<file path="src/hdl/ihc_pkg.sv">
// Shared types, constants and the byte-wide CRC-16 update for the image header check.
// No dependencies; every other file in hdl imports this package.
package ihc_pkg;

  localparam int HEADER_BYTES = 18;
  localparam int CRC_SPAN     = 16;
  localparam int LENGTH_FIRST = 2;
  localparam int WORD_FIRST   = 6;
  localparam int NUM_WORDS    = 6;
  localparam int IDX_W        = 5;
  localparam int WORD_IDX_W   = 3;

  localparam logic [15:0] CRC_POLY     = 16'h1021;
  localparam logic [15:0] MAX_CHANNELS = 16'd4;
  localparam logic [7:0]  MAGIC_0      = 8'h61;  // 'a'
  localparam logic [7:0]  MAGIC_1      = 8'h62;  // 'b'
  localparam logic [7:0]  SIZE_OVERHEAD_RESET = 8'd18;

  // Word slots in header order; the last one holds the stored CRC
  localparam logic [WORD_IDX_W-1:0] W_DEPTH    = 3'd0;
  localparam logic [WORD_IDX_W-1:0] W_CHANNELS = 3'd1;
  localparam logic [WORD_IDX_W-1:0] W_HEIGHT   = 3'd2;
  localparam logic [WORD_IDX_W-1:0] W_WIDTH    = 3'd3;
  localparam logic [WORD_IDX_W-1:0] W_OP       = 3'd4;
  localparam logic [WORD_IDX_W-1:0] W_CRC      = 3'd5;

  typedef struct packed {
    logic [7:0]  data_byte;
    logic        start_req;
    logic [31:0] buffer_size;
  } in_item_t;

  typedef struct packed {
    logic        header_ok;
    logic        size_ok;
    logic        crc_ok;
    logic [31:0] payload_length;
    logic [15:0] depth_field;
    logic [15:0] channels;
    logic [15:0] height;
    logic [15:0] width;
    logic [15:0] op_word;
  } result_t;

  // One byte through the CRC, MSB first, no reflection
  function automatic logic [15:0] crc16_byte(input logic [15:0] crc, input logic [7:0] b);
    logic [15:0] c;
    c = crc ^ {b, 8'h00};
    for (int k = 0; k < 8; k++) begin
      if (c[15]) begin
        c = {c[14:0], 1'b0} ^ CRC_POLY;
      end else begin
        c = {c[14:0], 1'b0};
      end
    end
    return c;
  endfunction

endpackage

</file>
<file path="src/hdl/ihc_in_stage.sv">
// Input register for the image header check: holds one byte request and its flags.
// Depends on ihc_pkg.
module ihc_in_stage (
  input  logic              clk,
  input  logic              rst_n,
  input  logic              in_valid,
  output logic              in_stall,
  input  ihc_pkg::in_item_t in_item,
  input  logic              blocked,
  output logic              s1_valid,
  output ihc_pkg::in_item_t s1_item
);
  import ihc_pkg::*;

  logic     s1_valid_r, s1_valid_nxt;
  in_item_t s1_item_r, s1_item_nxt;

  // Hold while the parser cannot take the registered request
  assign in_stall = s1_valid_r & blocked;

  always_comb begin
    s1_valid_nxt = s1_valid_r;
    s1_item_nxt  = s1_item_r;
    if (!in_stall) begin
      s1_valid_nxt = in_valid;
      s1_item_nxt  = in_item;
    end
  end

  always_ff @(posedge clk) begin
    if (!rst_n) begin
      s1_valid_r <= 1'b0;
    end else begin
      s1_valid_r <= s1_valid_nxt;
    end
  end

  always_ff @(posedge clk) begin
    s1_item_r <= s1_item_nxt;
  end

  assign s1_valid = s1_valid_r;
  assign s1_item  = s1_item_r;

endmodule

</file>
<file path="src/hdl/ihc_parser.sv">
// Header parser: byte counter, running CRC, field capture and the final checks.
// Depends on ihc_pkg.
module ihc_parser (
  input  logic              clk,
  input  logic              rst_n,
  input  logic              fire,
  input  ihc_pkg::in_item_t item,
  input  logic [7:0]        size_overhead,
  output logic              res_load,
  output ihc_pkg::result_t  res
);
  import ihc_pkg::*;

  logic [IDX_W-1:0] byte_index_r, byte_index_nxt;
  logic [15:0]      crc_r, crc_nxt;
  logic             magic_r, magic_nxt;
  logic [31:0]      length_r, length_nxt;
  logic [15:0]      words_r [NUM_WORDS];
  logic [15:0]      words_nxt [NUM_WORDS];
  logic [31:0]      size_r, size_nxt;

  logic [IDX_W-1:0]      idx;
  logic                  active;
  logic [IDX_W-1:0]      word_off;
  logic [WORD_IDX_W-1:0] widx;
  logic [32:0]           size_sum;
  logic                  crc_ok, hdr_ok;

  // Advance the state on each accepted byte; a start drops any partial header
  always_comb begin
    byte_index_nxt = byte_index_r;
    crc_nxt        = crc_r;
    magic_nxt      = magic_r;
    length_nxt     = length_r;
    size_nxt       = size_r;
    for (int k = 0; k < NUM_WORDS; k++) begin
      words_nxt[k] = words_r[k];
    end
    idx      = byte_index_r;
    active   = 1'b0;
    word_off = '0;
    widx     = '0;
    res_load = 1'b0;
    if (fire) begin
      if (item.start_req) begin
        idx        = '0;
        crc_nxt    = '0;
        magic_nxt  = 1'b0;
        length_nxt = '0;
        size_nxt   = item.buffer_size;
        for (int k = 0; k < NUM_WORDS; k++) begin
          words_nxt[k] = '0;
        end
        active = 1'b1;
      end else begin
        active = (byte_index_r < IDX_W'(HEADER_BYTES));
      end
    end
    if (active) begin
      if (idx < IDX_W'(CRC_SPAN)) begin
        crc_nxt = crc16_byte(crc_nxt, item.data_byte);
      end
      if (idx == '0) begin
        magic_nxt = (item.data_byte == MAGIC_0);
      end else if (idx == IDX_W'(1)) begin
        magic_nxt = magic_nxt & (item.data_byte == MAGIC_1);
      end else if (idx < IDX_W'(WORD_FIRST)) begin
        length_nxt = {length_nxt[23:0], item.data_byte};
      end else begin
        word_off = idx - IDX_W'(WORD_FIRST);
        widx     = word_off[WORD_IDX_W:1];
        words_nxt[widx] = {words_nxt[widx][7:0], item.data_byte};
      end
      byte_index_nxt = idx + IDX_W'(1);
      res_load       = (idx == IDX_W'(HEADER_BYTES - 1));
    end
  end

  // Form the checks from the completed header
  always_comb begin
    size_sum = {1'b0, length_nxt} + {25'd0, size_overhead};
    crc_ok   = (words_nxt[W_CRC] == crc_nxt);
    hdr_ok   = magic_nxt && (length_nxt != '0) &&
               (words_nxt[W_DEPTH] != '0) && (words_nxt[W_CHANNELS] != '0) &&
               (words_nxt[W_CHANNELS] <= MAX_CHANNELS) &&
               (words_nxt[W_HEIGHT] != '0) && (words_nxt[W_WIDTH] != '0) && crc_ok;
    res.header_ok      = hdr_ok;
    res.size_ok        = hdr_ok && (size_sum == {1'b0, size_nxt});
    res.crc_ok         = crc_ok;
    res.payload_length = length_nxt;
    res.depth_field    = words_nxt[W_DEPTH];
    res.channels       = words_nxt[W_CHANNELS];
    res.height         = words_nxt[W_HEIGHT];
    res.width          = words_nxt[W_WIDTH];
    res.op_word        = words_nxt[W_OP];
  end

  always_ff @(posedge clk) begin
    if (!rst_n) begin
      byte_index_r <= IDX_W'(HEADER_BYTES);
      crc_r        <= '0;
      magic_r      <= 1'b0;
      length_r     <= '0;
      size_r       <= '0;
      for (int k = 0; k < NUM_WORDS; k++) begin
        words_r[k] <= '0;
      end
    end else begin
      byte_index_r <= byte_index_nxt;
      crc_r        <= crc_nxt;
      magic_r      <= magic_nxt;
      length_r     <= length_nxt;
      size_r       <= size_nxt;
      for (int k = 0; k < NUM_WORDS; k++) begin
        words_r[k] <= words_nxt[k];
      end
    end
  end

endmodule

</file>
<file path="src/hdl/ihc_out_reg.sv">
// Result register for the image header check: holds one result until it is taken.
// Depends on ihc_pkg.
module ihc_out_reg (
  input  logic             clk,
  input  logic             rst_n,
  input  logic             res_load,
  input  ihc_pkg::result_t res,
  output logic             blocked,
  output logic             out_valid,
  input  logic             out_stall,
  output ihc_pkg::result_t out_res
);
  import ihc_pkg::*;

  logic    out_valid_r, out_valid_nxt;
  result_t res_r, res_nxt;

  // A held result that is not taken blocks the parser
  assign blocked = out_valid_r & out_stall;

  always_comb begin
    out_valid_nxt = out_valid_r & out_stall;
    res_nxt       = res_r;
    if (res_load) begin
      out_valid_nxt = 1'b1;
      res_nxt       = res;
    end
  end

  always_ff @(posedge clk) begin
    if (!rst_n) begin
      out_valid_r <= 1'b0;
    end else begin
      out_valid_r <= out_valid_nxt;
    end
  end

  always_ff @(posedge clk) begin
    res_r <= res_nxt;
  end

  assign out_valid = out_valid_r;
  assign out_res   = res_r;

endmodule

</file>
<file path="src/hdl/image_header_check_top.sv">
// Image header check: one header byte per request, one result after the eighteenth byte.
// The last byte of a header passes the input register, then the parser into the result
// register, which raises out_valid. One byte per cycle while in_stall is low.
// Reset (rst_n low, synchronous): parser idle until a start byte, result register empty,
// size overhead back to 18. Uses ihc_pkg, ihc_in_stage, ihc_parser, ihc_out_reg.
module image_header_check_top (
  input  logic        clk,
  input  logic        rst_n,
  input  logic        in_valid,
  output logic        in_stall,
  input  logic [7:0]  in_data_byte,
  input  logic        in_start_req,
  input  logic [31:0] in_buffer_size,
  output logic        out_valid,
  input  logic        out_stall,
  output logic        out_header_ok,
  output logic        out_size_ok,
  output logic        out_crc_ok,
  output logic [31:0] out_payload_length,
  output logic [15:0] out_depth_field,
  output logic [15:0] out_channels,
  output logic [15:0] out_height,
  output logic [15:0] out_width,
  output logic [15:0] out_op_word,
  input  logic        cfg_wr_en,
  input  logic [7:0]  cfg_wr_data
);
  import ihc_pkg::*;

  logic [7:0] overhead_r, overhead_nxt;
  in_item_t   in_item, s1_item;
  logic       s1_valid, blocked, fire, res_load;
  result_t    res, out_res;

  // Configuration register
  assign overhead_nxt = cfg_wr_en ? cfg_wr_data : overhead_r;

  always_ff @(posedge clk) begin
    if (!rst_n) begin
      overhead_r <= SIZE_OVERHEAD_RESET;
    end else begin
      overhead_r <= overhead_nxt;
    end
  end

  assign in_item.data_byte   = in_data_byte;
  assign in_item.start_req   = in_start_req;
  assign in_item.buffer_size = in_buffer_size;

  ihc_in_stage u_in (
    .clk      (clk),
    .rst_n    (rst_n),
    .in_valid (in_valid),
    .in_stall (in_stall),
    .in_item  (in_item),
    .blocked  (blocked),
    .s1_valid (s1_valid),
    .s1_item  (s1_item)
  );

  // Move the registered request into the parser unless the result side is full
  assign fire = s1_valid & ~blocked;

  ihc_parser u_parser (
    .clk           (clk),
    .rst_n         (rst_n),
    .fire          (fire),
    .item          (s1_item),
    .size_overhead (overhead_r),
    .res_load      (res_load),
    .res           (res)
  );

  ihc_out_reg u_out (
    .clk       (clk),
    .rst_n     (rst_n),
    .res_load  (res_load),
    .res       (res),
    .blocked   (blocked),
    .out_valid (out_valid),
    .out_stall (out_stall),
    .out_res   (out_res)
  );

  assign out_header_ok      = out_res.header_ok;
  assign out_size_ok        = out_res.size_ok;
  assign out_crc_ok         = out_res.crc_ok;
  assign out_payload_length = out_res.payload_length;
  assign out_depth_field    = out_res.depth_field;
  assign out_channels       = out_res.channels;
  assign out_height         = out_res.height;
  assign out_width          = out_res.width;
  assign out_op_word        = out_res.op_word;

endmodule

</file>
<file path="config.mk">
export PLATFORM = sky130hd
export DESIGN_NAME = image_header_check_top
export DESIGN_NICKNAME = d
export VERILOG_FILES = /design/src/hdl/ihc_pkg.sv /design/src/hdl/ihc_in_stage.sv /design/src/hdl/ihc_parser.sv /design/src/hdl/ihc_out_reg.sv /design/src/hdl/image_header_check_top.sv
export SDC_FILE = /design/constraint.sdc
export NUM_CORES = 1
export LEC_CHECK = 0
export BUFFER_PORTS_ARGS = -buffer_cell sky130_fd_sc_hd__clkbuf_2
export CAP_MARGIN = 0
export CORE_MARGIN = 5
export CORE_UTILIZATION = 35
export DETAILED_ROUTE_END_ITERATION = 10
export SLEW_MARGIN = 25
export SYNTH_ARGS = -nofsm -noshare
export SYNTH_HDL_FRONTEND = slang
export SYNTH_HIERARCHICAL = 1
export SYNTH_SLANG_ARGS = --single-unit
</file>
<file path="constraint.sdc">
create_clock -name clk -period 9.1 [get_ports clk]
set_input_delay 0.91 -clock clk [delete_from_list [all_inputs] [get_ports clk]]
set_output_delay 0.91 -clock clk [all_outputs]
set_load 0.03 [all_outputs]
</file>
==> flow_summary.json, run 1 <==
{
  "yosys.area_share.xor_xnor_pct": 4.958,
  "drtIter0Drc": 1175,
  "clkSinkCount": 348,
  "dp.cells": 2297,
  "ys.flop_type": "dfxtp_1",
  "fmax_mhz": 158.0,
  "mostFrequentLayoutCell": "nand2_1",
  "worstSetupStartpointType": "input port",
  "hold_buffers": 0,
  "fp.dieArea_sq_um": 51830,
  "synthAdderAreaFrac_pct": 0.9508,
  "cp-end-kind": "flop",
  "p_int_uw": 2696,
  "antenna_found_initial": 0,
  "swShare_pct": 23.07,
  "synth_warnings": 6,
  "vias": 12664,
  "row_count": 79,
  "n_antenna_cell": 0,
  "arrival_ns": 6.71,
  "grt_pass1_vias": 12124,
  "setup-violations-final": 0,
  "synth_cell_types": 87,
  "io_pins": 171,
  "hold_viol": 0,
  "path_clk_slew_ns": 0.07,
  "rsz0062_at_grt": "false",
  "grt_pass1_wl_mm": 74.84,
  "grtUsageTotal_pct": 18.79,
  "port_buffers": 170,
  "tns_ns": 0,
  "utilization_pct": 39.90,
  "synth_top_family_by_area": "simple AND/OR/NAND/NOR gates",
  "yosys_register_bits": 348,
  "clockPowerShare_pct": 46.1,
  "cts_max_level": 2,
  "synth-compound-area-share_pct": 10.56,
  "combPwrFrac_pct": 6.3,
  "max_slew_margin_pct": 31.73,
  "holdPathStages": 2,
  "whs_endpoint": "u_parser/size_r[8]",
  "ys_seq_area_share_pct": 51.43,
  "layout.cells.non_filler": 2366,
  "drv_slew": 0,
  "place_congestion": 0.9130,
  "hp-start": "u_parser/size_r[8]",
  "r2r_start": "u_in/s1_item[32]",
  "finish.instance_area_sq_um": 18650,
  "max_cap_violations": 0,
  "syn-instance-count": 1686,
  "outcome": "complete, no violations",
  "synth_area_sq_um": 16580,
  "core_region_area_sq_um": 46750,
  "avgViaCountPerCell": 5.352,
  "placed_area_sq_um": 17350,
  "r2r_end": "u_out/out_res[113]",
  "syn-num-nets": 1752,
  "die_h_um": 227.7,
  "wl_per_cell_um": 21.13,
  "ir_drop_v": 0.0001351,
  "synth_simple_gate_area_share_pct": 19.86,
  "dieWidth_um": 227.7,
  "firstDrtPassIters": 6,
  "layout_common_cells": "nand2_1, dfxtp_1, clkbuf_2, edfxtp_1, nor2_1",
  "hpwlAfterDp_mm": 35.13,
  "cts_buffers": 39,
  "root_buffer": "clkbuf_16",
  "leakagePower_uw": 0.007086,
  "async_flop_share_pct": 0,
  "clock_latency_ns": 0.56,
  "power_switching_uw": 808.4,
  "drive_gt1_share_pct": 17.06,
  "gr-total-overflow": 0,
  "clockBufferDepth": 3,
  "cp_max_fo": 68,
  "worstMarginPinSlew_ns": 1.024,
  "postRouteAntennaNets": 0,
  "worst-r2r-cell-count": 19,
  "cts_resized": 0,
  "post_cts_buffers": 0,
  "power_density_nw_per_um2": 187.9,
  "cp_data_required_time_ns": 9.48,
  "cts_tree": "built",
  "start_util_pct": 35.46,
  "avgSynthCellArea_sq_um": 9.834,
  "p_seq_share_pct": 47.6,
  "grt_max_degree": 80,
  "drt-total-wl_mm": 49.98,
  "hold_ws_ns": 0.4679,
  "syn_to_final_growth_pct": 12.50,
  "nets": 1797,
  "min_period_over_period_pct": 69.54,
  "skew_ns": 0.02387,
  "layout_min_cycle_time_ns": 6.328,
  "min_path_type": "flop to flop",
  "synth_mux_area_share_pct": 5.358,
  "drc": 0,
  "critPathKind": "input port to flop",
  "synth_edf_count": 156,
  "r2r_slack_ns": 2.86
}
how the worst max path moves through the flow:
stage,start,endpoint,cells after the start
2_1_floorplan,out_stall,u_out/out_res[0],8
3_3_place_gp,out_stall,u_out/out_res[113],23
3_5_place_dp,out_stall,u_out/out_res[113],23
4_1_cts,out_stall,u_out/out_res[113],23
5_1_grt,out_stall,u_out/out_res[113],23
6_report,out_stall,u_out/out_res[113],23
metal layers:
layer,vias to the layer above,part of all wire [%],track usage [%]
li1,5986,-,-
met3,106,6.6,2.633
met1,6097,41,24.60
met4,0,3.9,7.465
met2,475,48,31.57
met5,-,0,0
metrics by stage:
step           setup WS (ns)  power [uW]
2_1_floorplan          1.519        1853
3_3_place_gp           2.442        1918
3_5_place_dp           2.229        1921
4_1_cts                2.834        3548
5_1_grt                2.196        3629
6_report               2.772        3505
cell type report:
type                    instances  area (sq um)
well taps                     607         759.5
inverters                      16         60.06
flip-flops and latches        348          8528
multi-input cells            1132          6943
fillers                      4577         28100
clock inverters                15         201.4
repair buffers                194          1056
clock buffers                  54          1105
state kept, by name (all words and copies together) (netlist names):
name	cells
u_out/out_res	115
u_parser/words_r	96
u_in/s1_item	41
u_parser/length_r	32
u_parser/size_r	32
u_parser/crc_r	16
overhead_r	8
u_parser/byte_index_r	5
u_in/s1_valid	1
u_out/out_valid	1
u_parser/magic_r	1
kinds of logic after synthesis:
group	after synthesis
fa+ha+maj	12
compound gates	274
xor+xnor	93
mux	80
simple gates	673
flops	348
buf+inv	206
power by group through the flow:
stage	sequential [uW]	clock, uW	combinational, uW
6_report	1670	1620	220
5_1_grt	1670	1720	239
4_1_cts	1670	1660	219
3_5_place_dp	1700	0	218
3_3_place_gp	1700	0	215
2_1_floorplan	1690	0	164
synth_stat cells, types with 48 or more instances:
master    instances  area [sq um]
nand2_1         198         743.2
clkbuf_1         74         277.8
nor2_1          142         533.0
mux2i_1          66         660.6
buf_4            84         630.6
xnor2_1          63         551.8
dfxtp_1         192          3844
o21ai_0          48         240.2
a21oi_1         107         535.5
and2_1           70         437.9
nand3_1          83         415.4
edfxtp_1        156          4684
worst max-delay path: stages:
cell	delay, ns
clkbuf_2	0.08
and2_4	0.14
nor2b_1	0.04
buf_4	0.21
nand2_4	0.56
nand2_1	0.13
ha_1	0.25
o21ai_2	0.19
nand3_2	0.53
and3_1	0.40
a21oi_1	0.32
inv_1	0.11
ha_1	0.29
nand3_1	0.11
a211oi_1	0.11
o31ai_1	0.77
a21oi_1	0.28
o2111a_1	0.24
nor3b_1	0.19
a31oi_1	0.06
a211oi_1	0.29
nand4_1	0.16
a2111oi_2	0.28
No activity file was read; power rests on OpenSTA's default activity.
==> run 2: changes to the inputs <==
- ABC_AREA: not set -> 1
- clock period: 9.1 -> 5.79 ns (I/O delays scaled with it)
==> flow_summary.json, run 2 <==
{
  "ff_latch_area_sq_um": 8528,
  "avgViaCountPerCell": 4.717,
  "tns_ns": 0,
  "port_buffers": 170,
  "yosys.area_share.xor_xnor_pct": 3.128,
  "setup-violations-final": 0,
  "clock_latency_ns": 0.57,
  "syn-num-nets": 2175,
  "post-synth-top-area-fraction_pct": 27.56,
  "hp-start": "in_buffer_size[10]",
  "power_density_nw_per_um2": 293.5,
  "nets": 2252,
  "critical-path-slowest-cell": "nor2_8",
  "avgSynthCellArea_sq_um": 8.060,
  "routed-wl-met3_mm": 2.735,
  "synth-compound-area-share_pct": 7.479,
  "skew_ns": 0.01227,
  "grt_pass1_wl_mm": 71.95,
  "async_flop_share_pct": 0,
  "firstDrtPassIters": 7,
  "synth_largest_area_cell": "edfxtp_1",
  "cp-end-kind": "flop",
  "ys.flop_type": "dfxtp_1",
  "max_cap_violations": 0,
  "critical_path.startpoint": "u_out/out_valid",
  "num-fill-cells": 4861,
  "outcome": "complete, no violations",
  "fp.dieArea_sq_um": 53070,
  "gr-total-overflow": 0,
  "cts_buffers": 40,
  "dp.cells": 2759,
  "cp_max_fo": 57,
  "r2r_end": "u_out/out_res[113]",
  "holdPathStages": 1,
  "multi_input_area_sq_um": 6500,
  "synth_warnings": 6,
  "syn-instance-count": 2109,
  "critPathKind": "flop to flop",
  "worst-r2r-cell-count": 29,
  "worstSetupStartpointType": "flop",
  "vias": 13362,
  "crit_family": "simple AND/OR/NAND/NOR gates",
  "yosysMostFrequentCell": "nand2_1",
  "clkSinkCount": 348,
  "synth_cell_types": 47,
  "hold_viol": 0,
  "rsz0062_at_grt": "false",
  "r2r_slack_ns": 0.88,
  "drive_gt1_share_pct": 15.60,
  "arrival_ns": 5.24,
  "post-place-ws_ns": 0.6185,
  "synth_area_leaders": "edfxtp_1, dfxtp_1, nand2_1, nor2_1, inv_1",
  "mostFrequentLayoutCell": "nand2_1",
  "n_antenna_cell": 0,
  "synth_mux_area_share_pct": 1.237,
  "max_slew_margin_pct": 34.77,
  "cts_max_level": 2,
  "grt_max_degree": 91,
  "fmax_mhz": 203.6,
  "slowest_delay_ns": 0.38,
  "cts_resized": 0,
  "antenna_found_initial": 0,
  "core_region_area_sq_um": 47850,
  "yosys_register_bits": 348,
  "drv_slew": 0,
  "grtUsageTotal_pct": 17.12,
  "whs_endpoint": "u_in/s1_item[10]",
  "cts_tree": "built",
  "grt_pass1_vias": 12997,
  "root_buffer": "clkbuf_16",
  "post_cts_buffers": 0,
  "wl_per_cell_um": 16.47,
  "path_clk_slew_ns": 0.06,
  "synthAdderAreaFrac_pct": 0.9275,
  "worstMarginPinSlew_ns": 0.9784,
  "drtIter0Drc": 1000,
  "cp_common_cell": "nand2_1",
  "ys_seq_area_share_pct": 50.17,
  "met1Wirelength_mm": 19.80,
  "drc": 0,
  "ir_drop_v": 0.0002288,
  "r2r_start": "u_out/out_valid",
  "path_buf_inv": 4,
  "layout_common_cells": "nand2_1, nor2_1, inv_1, dfxtp_1, clkbuf_2",
  "hold_buffers": 0,
  "top_layer_used": "met4",
  "synth_simple_gate_area_share_pct": 25.34,
  "synth_edf_count": 156,
  "leakagePower_uw": 0.008854,
  "place_congestion": 0.8881,
  "clockBufferDepth": 3,
  "min_period_over_period_pct": 84.83,
  "setup_slack_ns": 0.8785,
  "io_pins": 171,
  "synth.cells.most_frequent": "nand2_1, nor2_1, inv_1",
  "syn_to_final_growth_pct": 12.61,
  "die_h_um": 230.4,
  "layout.cells.non_filler": 2833,
  "min_path_type": "input port to flop",
  "synth_area_sq_um": 17000,
  "cp_data_required_time_ns": 6.12,
  "wl_met2_mm": 22.86,
  "largest_reg_flops": 115,
  "drt-total-wl_mm": 46.65,
  "row_count": 80,
  "postRouteAntennaNets": 0,
  "synth_top_family_by_area": "simple AND/OR/NAND/NOR gates",
  "hpwlAfterDp_mm": 33.65,
  "dieWidth_um": 230.4,
  "layout_min_cycle_time_ns": 4.911,
  "start_util_pct": 35.53
}
-- run 2: changes by cell type in the layout (fill, tap and decap cells not counted), moves of 48 or more --
cell	change
nand2_1	+333
o21ai_0	+54
inv_1	+235
and2_1	-60
nor2_1	+152
xnor2_1	-48
-- run 2: worst reg2reg max path: cells and delay by family, from the launching register on --
family / cells / cell delay [ns]
AND/OR/NAND/NOR: 21 / 2.93
buffers and inverters: 4 / 0.46
flip-flops: 1 / 0.32
XOR/XNOR: 1 / 0.14
adder cells (fa/ha/maj): 2 / 0.66
AO/OA/AOI/OAI: 1 / 0.15
-- run 2: through the flow --
step                util [%]  total power, uW  hold slack [ns]  instance area, sq um
CTS                    40.01             5709           0.1462                 19140
global route           40.01             5859           0.1574                 19140
detailed placement     37.19             3121           0.4872                 17790
global placement       37.19             3115           0.4803                 17790
finish                 40.01             5618           0.1828                 19140
floorplan                  -             2994           0.4343                 17000
-- run 2: routing by layer --
metal | track usage [%] | vias up
li1 | - | 6725
met1 | 21.62 | 6183
met2 | 29.97 | 379
met3 | 2.961 | 75
met4 | 5.399 | 0
met5 | 0 | -
-- run 2: kinds of logic after synthesis --
logic type                 after synthesis
buffers and inverters                  419
DFF                                    348
AOI/OAI and AO/OA                      226
adders and majority gates               12
muxes                                   21
xor gates and xnor gates                59
and+or+nand+nor                       1024
-- run 2: final cells by class --
class / count / area share (%)
Tap cell: 615 / 4.020
Clock inverter: 20 / 1.229
Inverter: 264 / 5.190
Timing Repair Buffer: 190 / 5.229
Sequential cell: 348 / 44.55
Multi-Input combinational cell: 1342 / 33.96
Clock buffer: 54 / 5.818
-- run 2: report_power, final --
group          internal (uW)  switching [uW]  leakage (uW)
Combinational            138             299       0.00516
Clock                   1500            1050      0.000655
Sequential              2600            30.4       0.00304
Total                   4240            1370       0.00885
-- run 2: worst max-delay path by stage --
| stage | slack [ns] | cells past startpoint | endpoint |
|---|---|---|---|
| after floorplan | 0.69 | 10 | u_out/out_valid |
| after global placement | 0.69 | 32 | u_out/out_res[113] |
| after detailed placement | 0.62 | 31 | u_out/out_res[113] |
| after CTS | 0.89 | 30 | u_out/out_res[113] |
| after global routing | 0.35 | 30 | u_out/out_res[113] |
| final | 0.88 | 29 | u_out/out_res[113] |
